==> src/sat_pkg.sv <==
// Types and constants of the shell argument tokenizer.
`timescale 1ns / 1ps
`default_nettype none

package sat_pkg;

   localparam int COUNT_WIDTH_DEFAULT = 16;
   localparam int MAX_RESULTS         = 4;
   localparam int TOTAL_WIDTH         = 16;

   localparam logic [7:0] CHAR_DQUOTE    = 8'h22;
   localparam logic [7:0] CHAR_SQUOTE    = 8'h27;
   localparam logic [7:0] CHAR_BACKSLASH = 8'h5C;
   localparam logic [7:0] CHAR_NEWLINE   = 8'h0A;
   localparam logic [7:0] CHAR_SPACE     = 8'h20;
   localparam logic [7:0] CHAR_TAB       = 8'h09;
   localparam logic [7:0] CHAR_CR        = 8'h0D;

   typedef enum logic [1:0] {
      KIND_BYTE      = 2'd0,
      KIND_END_ARG   = 2'd1,
      KIND_END_INPUT = 2'd2
   } kind_type;

   typedef enum logic [1:0] {
      QM_NONE   = 2'd0,
      QM_SINGLE = 2'd1,
      QM_DOUBLE = 2'd2
   } quote_type;

endpackage

`default_nettype wire

==> src/sat_req_if.sv <==
// Input channel of the tokenizer: one command-line byte per word.
`timescale 1ns / 1ps
`default_nettype none

interface sat_req_if;
   logic       valid;
   logic       ready;
   logic [7:0] in_byte;
   logic       in_last;

   modport source  (output valid, output in_byte, output in_last, input ready);
   modport sink    (input valid, input in_byte, input in_last, output ready);
   modport monitor (input valid, input in_byte, input in_last, input ready);
endinterface

`default_nettype wire

==> src/sat_rsp_if.sv <==
// Result channel of the tokenizer: argument bytes and markers.
`timescale 1ns / 1ps
`default_nettype none

interface sat_rsp_if;
   logic        valid;
   logic        ready;
   logic [7:0]  out_byte;
   logic [1:0]  out_kind;
   logic [15:0] total_args;
   logic        out_last;

   modport source  (output valid, output out_byte, output out_kind, output total_args,
                    output out_last, input ready);
   modport sink    (input valid, input out_byte, input out_kind, input total_args,
                    input out_last, output ready);
   modport monitor (input valid, input out_byte, input out_kind, input total_args,
                    input out_last, input ready);
endinterface

`default_nettype wire

==> src/shell_argument_tokenizer.sv <==
// Top level: shell word splitting of a byte stream into argument words.
//
//   channel   direction  word
//   req_if    in         in_byte, in_last
//   rsp_if    out        out_byte, out_kind, total_args, out_last
//
// A byte is decoded in the cycle it is taken; its 0 to 4 results sit in a
// four-slot result register and leave one per cycle while the output is ready.
// A byte that causes at most one result lets a byte be taken every cycle while the
// output is ready; a byte with more results holds off the input while the slots drain.
// Reset is synchronous and clears the quote state, the count and empties the slots.
// A stalled result stage holds its word and holds off the input.
`timescale 1ns / 1ps
`default_nettype none

module shell_argument_tokenizer
   import sat_pkg::*;
#(
   parameter int COUNT_WIDTH = COUNT_WIDTH_DEFAULT
) (
   input  wire       clock,
   input  wire       reset,
   sat_req_if.sink   req_if,
   sat_rsp_if.source rsp_if
);

   logic                   in_arg_ff, in_arg_in;
   quote_type              quote_ff, quote_in;
   logic                   esc_ff, esc_in;
   logic [COUNT_WIDTH-1:0] count_ff, count_in;

   logic [7:0]             slot_byte_ff [MAX_RESULTS];
   kind_type               slot_kind_ff [MAX_RESULTS];
   logic [7:0]             slot_byte_in [MAX_RESULTS];
   kind_type               slot_kind_in [MAX_RESULTS];
   logic [TOTAL_WIDTH-1:0] total_ff, total_in;
   logic [2:0]             rem_ff, rem_in;
   logic [1:0]             head_ff;

   logic                   req_ready;
   logic                   req_take;
   logic                   rsp_take;
   logic                   is_ws;
   logic [31:0]            count_wide;

   assign req_ready = (rem_ff == 3'd0) || ((rem_ff == 3'd1) && rsp_if.ready);
   assign req_take  = req_if.valid && req_ready;
   assign rsp_take  = rsp_if.valid && rsp_if.ready;

   assign req_if.ready      = req_ready;
   assign rsp_if.valid      = (rem_ff != 3'd0);
   assign rsp_if.out_byte   = slot_byte_ff[head_ff];
   assign rsp_if.out_kind   = slot_kind_ff[head_ff];
   assign rsp_if.total_args = total_ff;
   assign rsp_if.out_last   = (rem_ff == 3'd1);

   assign is_ws = (req_if.in_byte == CHAR_SPACE) ||
                  ((req_if.in_byte >= CHAR_TAB) && (req_if.in_byte <= CHAR_CR));

   assign count_wide = 32'(count_in);
   assign total_in   = (count_wide > 32'h0000_FFFF) ? 16'hFFFF : count_wide[15:0];

   always_comb begin
      logic [2:0] n;
      logic [7:0] b;
      n         = 3'd0;
      b         = req_if.in_byte;
      in_arg_in = in_arg_ff;
      quote_in  = quote_ff;
      esc_in    = 1'b0;
      count_in  = count_ff;
      for (int i = 0; i < MAX_RESULTS; i++) begin
         slot_byte_in[i] = 8'd0;
         slot_kind_in[i] = KIND_BYTE;
      end

      if (esc_ff) begin
         if (b != CHAR_NEWLINE) begin
            if ((quote_ff != QM_DOUBLE) || (b == CHAR_DQUOTE) || (b == CHAR_BACKSLASH)) begin
               slot_byte_in[n[1:0]] = b;
               n = n + 3'd1;
            end else begin
               slot_byte_in[n[1:0]] = CHAR_BACKSLASH;
               n = n + 3'd1;
               slot_byte_in[n[1:0]] = b;
               n = n + 3'd1;
            end
         end
      end else if (!(!in_arg_ff && is_ws)) begin
         if (!in_arg_ff) begin
            in_arg_in = 1'b1;
            if (count_ff != '1) begin
               count_in = count_ff + COUNT_WIDTH'(1);
            end
         end
         case (quote_ff)
            QM_SINGLE: begin
               if (b == CHAR_SQUOTE) begin
                  quote_in = QM_NONE;
               end else begin
                  slot_byte_in[n[1:0]] = b;
                  n = n + 3'd1;
               end
            end
            QM_DOUBLE: begin
               if (b == CHAR_DQUOTE) begin
                  quote_in = QM_NONE;
               end else if ((b == CHAR_BACKSLASH) && !req_if.in_last) begin
                  esc_in = 1'b1;
               end else begin
                  slot_byte_in[n[1:0]] = b;
                  n = n + 3'd1;
               end
            end
            default: begin
               if (is_ws) begin
                  slot_kind_in[n[1:0]] = KIND_END_ARG;
                  n = n + 3'd1;
                  in_arg_in = 1'b0;
               end else if (b == CHAR_DQUOTE) begin
                  quote_in = QM_DOUBLE;
               end else if (b == CHAR_SQUOTE) begin
                  quote_in = QM_SINGLE;
               end else if ((b == CHAR_BACKSLASH) && !req_if.in_last) begin
                  esc_in = 1'b1;
               end else begin
                  slot_byte_in[n[1:0]] = b;
                  n = n + 3'd1;
               end
            end
         endcase
      end

      if (req_if.in_last) begin
         if (in_arg_in) begin
            slot_kind_in[n[1:0]] = KIND_END_ARG;
            n = n + 3'd1;
         end
         slot_kind_in[n[1:0]] = KIND_END_INPUT;
         n = n + 3'd1;
      end
      rem_in = n;
   end

   always_ff @(posedge clock) begin
      if (reset) begin
         in_arg_ff <= 1'b0;
         quote_ff  <= QM_NONE;
         esc_ff    <= 1'b0;
         count_ff  <= '0;
         rem_ff    <= 3'd0;
         head_ff   <= 2'd0;
      end else if (req_take) begin
         rem_ff  <= rem_in;
         head_ff <= 2'd0;
         if (req_if.in_last) begin
            in_arg_ff <= 1'b0;
            quote_ff  <= QM_NONE;
            esc_ff    <= 1'b0;
            count_ff  <= '0;
         end else begin
            in_arg_ff <= in_arg_in;
            quote_ff  <= quote_in;
            esc_ff    <= esc_in;
            count_ff  <= count_in;
         end
      end else if (rsp_take) begin
         rem_ff  <= rem_ff - 3'd1;
         head_ff <= head_ff + 2'd1;
      end
   end

   always_ff @(posedge clock) begin
      if (req_take) begin
         slot_byte_ff <= slot_byte_in;
         slot_kind_ff <= slot_kind_in;
         total_ff     <= total_in;
      end
   end

endmodule

`default_nettype wire

==> src/flat_wrapper.sv <==
// flat-port wrapper written by rule: the top's interface ports become plain ports
module shell_argument_tokenizer_flat import sat_pkg::*;
#(
   parameter int COUNT_WIDTH = COUNT_WIDTH_DEFAULT
)
  (clock, reset, req_if_valid, req_if_in_byte, req_if_in_last, req_if_ready, rsp_if_valid, rsp_if_out_byte, rsp_if_out_kind, rsp_if_total_args, rsp_if_out_last, rsp_if_ready);
  sat_req_if req_if_i ();
  sat_rsp_if rsp_if_i ();
  input  wire clock;
  input  wire reset;
  input wire logic [$bits(req_if_i.valid)-1:0] req_if_valid;
  input wire logic [$bits(req_if_i.in_byte)-1:0] req_if_in_byte;
  input wire logic [$bits(req_if_i.in_last)-1:0] req_if_in_last;
  output wire logic [$bits(req_if_i.ready)-1:0] req_if_ready;
  output wire logic [$bits(rsp_if_i.valid)-1:0] rsp_if_valid;
  output wire logic [$bits(rsp_if_i.out_byte)-1:0] rsp_if_out_byte;
  output wire logic [$bits(rsp_if_i.out_kind)-1:0] rsp_if_out_kind;
  output wire logic [$bits(rsp_if_i.total_args)-1:0] rsp_if_total_args;
  output wire logic [$bits(rsp_if_i.out_last)-1:0] rsp_if_out_last;
  input wire logic [$bits(rsp_if_i.ready)-1:0] rsp_if_ready;
  assign req_if_i.valid = req_if_valid;
  assign req_if_i.in_byte = req_if_in_byte;
  assign req_if_i.in_last = req_if_in_last;
  assign req_if_ready = req_if_i.ready;
  assign rsp_if_valid = rsp_if_i.valid;
  assign rsp_if_out_byte = rsp_if_i.out_byte;
  assign rsp_if_out_kind = rsp_if_i.out_kind;
  assign rsp_if_total_args = rsp_if_i.total_args;
  assign rsp_if_out_last = rsp_if_i.out_last;
  assign rsp_if_i.ready = rsp_if_ready;
  shell_argument_tokenizer #(.COUNT_WIDTH(COUNT_WIDTH)) u_core (.clock(clock), .reset(reset), .req_if(req_if_i), .rsp_if(rsp_if_i));
endmodule
==> config.mk <==
export PLATFORM = sky130hd
export DESIGN_NAME = shell_argument_tokenizer_flat
export DESIGN_NICKNAME = d
export VERILOG_FILES = /design/src/sat_pkg.sv /design/src/sat_req_if.sv /design/src/sat_rsp_if.sv /design/src/shell_argument_tokenizer.sv /design/src/flat_wrapper.sv
export SDC_FILE = /design/constraint.sdc
export NUM_CORES = 1
export LEC_CHECK = 0
export BUFFER_PORTS_ARGS = -buffer_cell sky130_fd_sc_hd__buf_2
export CAP_MARGIN = 20
export CORE_MARGIN = 2
export CORE_UTILIZATION = 35
export CTS_BUF_LIST = sky130_fd_sc_hd__clkbuf_4
export CTS_CLUSTER_SIZE = 24
export DETAILED_ROUTE_END_ITERATION = 10
export SYNTH_ARGS = -nofsm -noshare
export SYNTH_HDL_FRONTEND = slang
export SYNTH_SLANG_ARGS = --single-unit
export TNS_END_PERCENT = 5
==> constraint.sdc <==
create_clock -name clock -period 3.6 [get_ports clock]
set_input_delay 0.36 -clock clock [delete_from_list [all_inputs] [get_ports clock]]
set_output_delay 0.36 -clock clock [all_outputs]
set_load 0.05 [all_outputs]
==> results.cfg, run 1 <==
[outcome]
status = finished clean

[setup_path]
reg2reg_depth = 16
worstPathMaxFanout = 5
worst-path-buf-inv = 2
crit_path_top_delay_cell = dfxtp_1
r2r-end = u_core.rem_ff[2]
r2r_slack_ns = 0.34
path_class = flip-flop to flip-flop
r2r_start = u_core.quote_ff[0]
cp-end-kind = flip-flop
cp.depth = 16
start_kind = flip-flop
cp.required_ns = 3.92
worstPathCellList = inv_1, ha_1, nand2b_1, a21oi_1, a2bb2oi_2, a221oi_2, or2_1, ha_1, o21ai_1, ha_1, inv_1, ha_1, nand3b_1, o21ai_0, a21oi_1, nor2_1
cpMostUsedCell = ha_1
startpoint = u_core.quote_ff[0]
slowest_delay_ns = 0.36
crit_family = compound AO/OA/AOI/OAI gates
cp-endpoint = u_core.rem_ff[2]
cp.arrival_ns = 3.58

[pwr]
vdd_drop_max_uv = 513.3
p_leak_nw = 1.662
finalPower_mw = 2.863
p_per_area_nw_per_um2 = 648.3

[global_routing]
grt_max_degree = 25
grt_antenna_before_repair = 1
grt_pass1_vias = 2856
grt_pass1_wl_mm = 13.99
gr-total-overflow = 0
gr-usage-all-layers = 0.1513

[yosys]
synth.most_common_cell = edfxtp_1
synth-warning-count = 0
synth_top_cells_by_area = edfxtp_1, dfxtp_1, ha_1
synth_nets = 418
synth.distinct_cells = 73
yosys.area.top_type = edfxtp_1
netlist_area_um2 = 3877
syn_area_per_cell_um2 = 9.942
synth-simple-area-share = 0.2252
yosysSeqAreaShare = 0.4389
synth_top_family_by_area = simple AND/OR/NAND/NOR gates
synth_xor_area_frac = 0.04066
synth_fa_ha_area_frac = 0.04840
synth_cells = 390
muxShareOfSynthArea = 0.05131
postSynth.asyncResetShare = 0
ys_seq_elements = 65
synth-edff-count = 40
synth_compound_area_frac = 0.1559
synth_top_cell_area_share = 0.3098
ys.flop_type = edfxtp_1
synthTopCellsByCount = edfxtp_1, nor2_1, a21oi_1, dfxtp_1, nand2_1

[die]
fp.coreArea_um2 = 10840
initial_utilization = 0.3577
die-width_um = 109.3
die_h_um = 109.3
fp-row-count = 38
io_pins = 42
die_area_um2 = 11940

[timing]
fin_ws_ns = 0.3399
period_needed_ns = 3.260
drv_slew = 0
worstMarginPinSlew_ns = 0.7524
finClkSkew_ns = 0.01803
finalHoldViolCount = 0
rsz0062_at_grt = no
tns_ns = 0
relSlewSlack = 0.4977
final.period_utilization = 0.9056
setup_viol = 0
fmax_mhz = 306.7

[routing]
wl_mm = 8.801
wl_met3_um = 418
ant_nets = 0
wl_met2_mm = 3.863
drt_pass1_iterations = 6
vias_per_cell = 5.390
wire_per_inst_um = 15.17
drtIter0Drc = 176
highest_layer = met4
drc = 0
vias = 3126
wl_met1_mm = 4.306

[clock_network]
clock_path_buffers = 2
cts.repair.resized = 0
cts-root-buf = clkbuf_4
post-cts-setup-buffers = 0
cts_hold_buf = 0
clkTransAtPathRegs_ns = 0.11
cts.sinks = 65
numCtsBuffers = 9
cts_max_level = 3
clock_latency_ns = 0.42
cts_tree = yes

[cells_and_area]
final_nets = 462
final_util = 0.4073
final_cells = 580
fillers = 1105
drive_gt1_frac = 0.2050
area_delta_synth_final_pct = 13.88

[place]
gp_congestion = 0.8309
dp_slack_ns = 0.1124
dp_hpwl_mm = 6.337
portBuffers = 41
placed_cells = 563

[run]
maxCapViolCount = 0

[hold_path]
hp-class = input pin to flip-flop
## worst min-delay path by stage
| stage | start | endpoint | slack, ns | cells after the start |
|---|---|---|---|---|
| detailed placement | u_core.count_ff[8] | u_core.count_ff[8] | 0.50 | 1 |
| finish | reset | u_core.rem_ff[1] | 0.26 | 2 |
| CTS | reset | u_core.count_ff[7] | 0.24 | 2 |
| global placement | u_core.count_ff[9] | u_core.count_ff[9] | 0.47 | 1 |
| global route | reset | u_core.count_ff[3] | 0.27 | 2 |
| floorplan | u_core.count_ff[9] | u_core.count_ff[9] | 0.46 | 1 |
## routing by layer
layer,track usage,vias up
met3,0.02630,19
met5,0,-
li1,-,1531
met4,0.07052,0
met2,0.2338,80
met1,0.2060,1496
## worst reg2reg max path: stages (launching register included)
cell	delay [ns]
dfxtp_1	0.36
inv_1	0.07
ha_1	0.30
nand2b_1	0.14
a21oi_1	0.23
a2bb2oi_2	0.10
a221oi_2	0.30
or2_1	0.27
ha_1	0.27
o21ai_1	0.23
ha_1	0.21
inv_1	0.05
ha_1	0.26
nand3b_1	0.09
o21ai_0	0.08
a21oi_1	0.16
nor2_1	0.05
## area by class of cell
class	instances	area, um2	area share
timing repair buffer	54	302.8	0.06857
clock inverter	5	80.08	0.01814
tap	140	175.2	0.03967
inverter	13	48.80	0.01105
multi-input combinational	291	2022	0.4579
clock buffer	11	82.58	0.01870
antenna	1	2.502	0.0005667
sequential	65	1702	0.3854
## where the power goes
part	internal, mW	switching (mW)	leakage (nW)
Combinational	0.297	0.911	0.989
Sequential	1.00	0.0841	0.590
Clock	0.296	0.270	0.0831
## metrics by stage
stage	hold slack, ns	area, um2
final	0.2567	4415
after global routing	0.2716	4415
after CTS	0.2353	4413
after detailed placement	0.5010	4250
after global placement	0.4729	4250
after floorplan	0.4630	3877
## cell usage in the layout, fill, tap and decap left out, types with 3 or more instances in the layout
cell / synthesis / routed
buf_2: 6 / 41
edfxtp_1: 40 / 40
nor2_1: 33 / 33
nand2_1: 25 / 25
a21oi_1: 25 / 25
dfxtp_1: 25 / 25
nand3_1: 19 / 19
and2_1: 15 / 15
ha_1: 15 / 15
o21ai_0: 13 / 13
xnor2_1: 13 / 13
buf_4: 3 / 13
mux2i_1: 12 / 12
inv_1: 11 / 11
clkbuf_4: 0 / 11
and3_1: 8 / 8
nor2b_1: 8 / 8
nor3_1: 7 / 7
or3_1: 7 / 7
nand2b_1: 6 / 6
a31oi_1: 6 / 6
xor2_1: 5 / 5
nand4_1: 4 / 4
o21ai_1: 4 / 4
nand4b_1: 4 / 4
mux2_2: 3 / 3
a21boi_0: 3 / 3
a21o_1: 3 / 3
o31ai_1: 3 / 3
or4b_1: 3 / 3
## registers in the layout (all words and copies together), names as in the netlist
signal and count:
u_core.count_ff 16, u_core.rsp_if.total_args 16, u_core.slot_byte_ff 16, u_core.slot_kind_ff 8, u_core.rem_ff 3, u_core.head_ff 2, u_core.quote_ff 2, u_core.esc_ff 1
u_core.in_arg_ff 1
## cells by family (layout without fill, tap and decap cells)
logic type                 count (synthesis)  after routing
buffers and inverters                     34             83
other                                      0              1
and+or+nand+nor                          157            157
xor gates and xnor gates                  18             18
muxes                                     17             17
adders and majority gates                 15             15
DFF                                       65             65
AOI/OAI and AO/OA                         84             84
Note: power is estimated with default switching activity, not from simulation.
==> inputs of run 2 (changes only) <==
--- a/config.mk
+++ b/config.mk
@@ -12,6 +12,7 @@
 export CTS_BUF_LIST = sky130_fd_sc_hd__clkbuf_4
 export CTS_CLUSTER_SIZE = 24
 export DETAILED_ROUTE_END_ITERATION = 10
+export RECOVER_POWER = 50
 export SYNTH_ARGS = -nofsm -noshare
 export SYNTH_HDL_FRONTEND = slang
 export SYNTH_SLANG_ARGS = --single-unit
==> run 2 against run 1 <==
Against the previous run: setup slack worse by 0.0047 ns; utilization fell by 0.53 points; non-clock buffer count stayed put; combinational power is 3% lower; final cell count unchanged; clock skew shrank 0.0011 ns; fmax decreased by 0.14%.
==> results.cfg, run 2 (same netlist as run 1, synthesis figures left out) <==
[routing]
drtIter0Drc = 170
ant_nets = 0
wl_met3_um = 483
wire_per_inst_um = 15.07
vias = 3125
wl_met1_mm = 4.180
wl_met2_mm = 3.874
vias_per_cell = 5.388
drc = 0
drt_pass1_iterations = 4
wl_mm = 8.739
highest_layer = met4

[setup_path]
cp.required_ns = 3.92
worstPathCellList = inv_1, ha_1, nand2b_1, a21oi_1, a2bb2oi_1, a221oi_2, or2_1, ha_1, o21ai_1, ha_1, inv_1, ha_1, nand3b_1, o21ai_0, a21oi_1, nor2_1
cp-end-kind = flip-flop
start_kind = flip-flop
r2r_slack_ns = 0.34
cp.depth = 16
reg2reg_depth = 16
cp.arrival_ns = 3.58
r2r-end = u_core.rem_ff[2]
cp-endpoint = u_core.rem_ff[2]
path_class = flip-flop to flip-flop
worstPathMaxFanout = 5
worst-path-buf-inv = 2
r2r_start = u_core.quote_ff[0]
crit_path_top_delay_cell = dfxtp_1
cpMostUsedCell = ha_1
slowest_delay_ns = 0.36
startpoint = u_core.quote_ff[0]
crit_family = compound AO/OA/AOI/OAI gates

[global_routing]
gr-usage-all-layers = 0.1513
grt_pass1_wl_mm = 13.99
grt_max_degree = 25
grt_pass1_vias = 2856
grt_antenna_before_repair = 1
gr-total-overflow = 0

[timing]
tns_ns = 0
final.period_utilization = 0.9069
period_needed_ns = 3.265
rsz0062_at_grt = no
worstMarginPinSlew_ns = 1.135
drv_slew = 0
fmax_mhz = 306.3
finalHoldViolCount = 0
setup_viol = 0
finClkSkew_ns = 0.01692
relSlewSlack = 0.2434

[cells_and_area]
final_cell_mix = edfxtp_1, nor2_1, a21oi_1
drive_gt1_frac = 0.1412
area_delta_synth_final_pct = 12.39
final_nets = 462
final_common_cell = edfxtp_1

[pwr]
p_switching_mw = 1.262
vdd_drop_max_uv = 479.3
pwr-share-clk = 0.199
switching_share = 0.4463
p_per_area_nw_per_um2 = 649.0
seq_power_share = 0.386
combPwrFrac = 0.415
p_int_mw = 1.566
p_leak_nw = 1.580
finalPower_mw = 2.828

[die]
die-width_um = 109.3
fp-row-count = 38
die_h_um = 109.3
die_area_um2 = 11940
initial_utilization = 0.3577
io_pins = 42
fp.coreArea_um2 = 10840

[clock_network]
cts_hold_buf = 0
cts-root-buf = clkbuf_4
clock_latency_ns = 0.42
clock_path_buffers = 2
cts.sinks = 65
cts_tree = yes
numCtsBuffers = 9
cts.repair.resized = 0
post-cts-setup-buffers = 0
clkTransAtPathRegs_ns = 0.11
cts_max_level = 3

[hold_path]
hp-class = input pin to flip-flop

[place]
gp_congestion = 0.8309
portBuffers = 41
dp_hpwl_mm = 6.337

[outcome]
status = finished clean

[run]
maxCapViolCount = 0
## run 2: how the worst min path moves through the flow
stage	from	to	slack, ns	cells after the start
after CTS	reset	u_core.count_ff[7]	0.24	2
final	reset	u_core.rem_ff[1]	0.26	2
after detailed placement	u_core.count_ff[8]	u_core.count_ff[8]	0.50	1
after global placement	u_core.count_ff[9]	u_core.count_ff[9]	0.47	1
after global routing	reset	u_core.count_ff[3]	0.27	2
after floorplan	u_core.count_ff[9]	u_core.count_ff[9]	0.46	1
## run 2: power groups by stage
stage / combinational, mW / sequential, mW / clock (mW)
5_1_grt: 1.26 / 1.12 / 0.610
3_3_place_gp: 1.20 / 1.10 / 0
2_1_floorplan: 0.758 / 1.27 / 0
6_report: 1.17 / 1.09 / 0.564
3_5_place_dp: 1.21 / 1.11 / 0
4_1_cts: 1.22 / 1.09 / 0.582
## run 2: per-stage QoR
step | instances | cell area, um2 | setup slack (ns) | utilization | hold slack (ns)
2_1_floorplan | 390 | 3877 | 0.3538 | - | 0.4630
3_3_place_gp | 563 | 4250 | 0.2116 | 0.3921 | 0.4729
3_5_place_dp | 563 | 4250 | 0.1124 | 0.3921 | 0.5010
4_1_cts | 579 | 4413 | 0.3283 | 0.4071 | 0.2353
5_1_grt | 580 | 4358 | 0.01215 | 0.4020 | 0.2716
6_report | 580 | 4358 | 0.3353 | 0.4020 | 0.2624
## run 2: area by class of cell
type | count | area, um2
clock buffer | 11 | 82.58
multi-input combinational | 291 | 1997
antenna | 1 | 2.502
tap | 140 | 175.2
fill | 1120 | 6482
clock inverter | 5 | 80.08
timing repair buffer | 54 | 270.3
inverter | 13 | 48.80
sequential | 65 | 1702
## run 2: layer usage
metal	track usage	up-vias
met5	0	-
li1	-	1531
met4	0.07052	0
met1	0.2060	1500
met2	0.2338	76
met3	0.02630	18
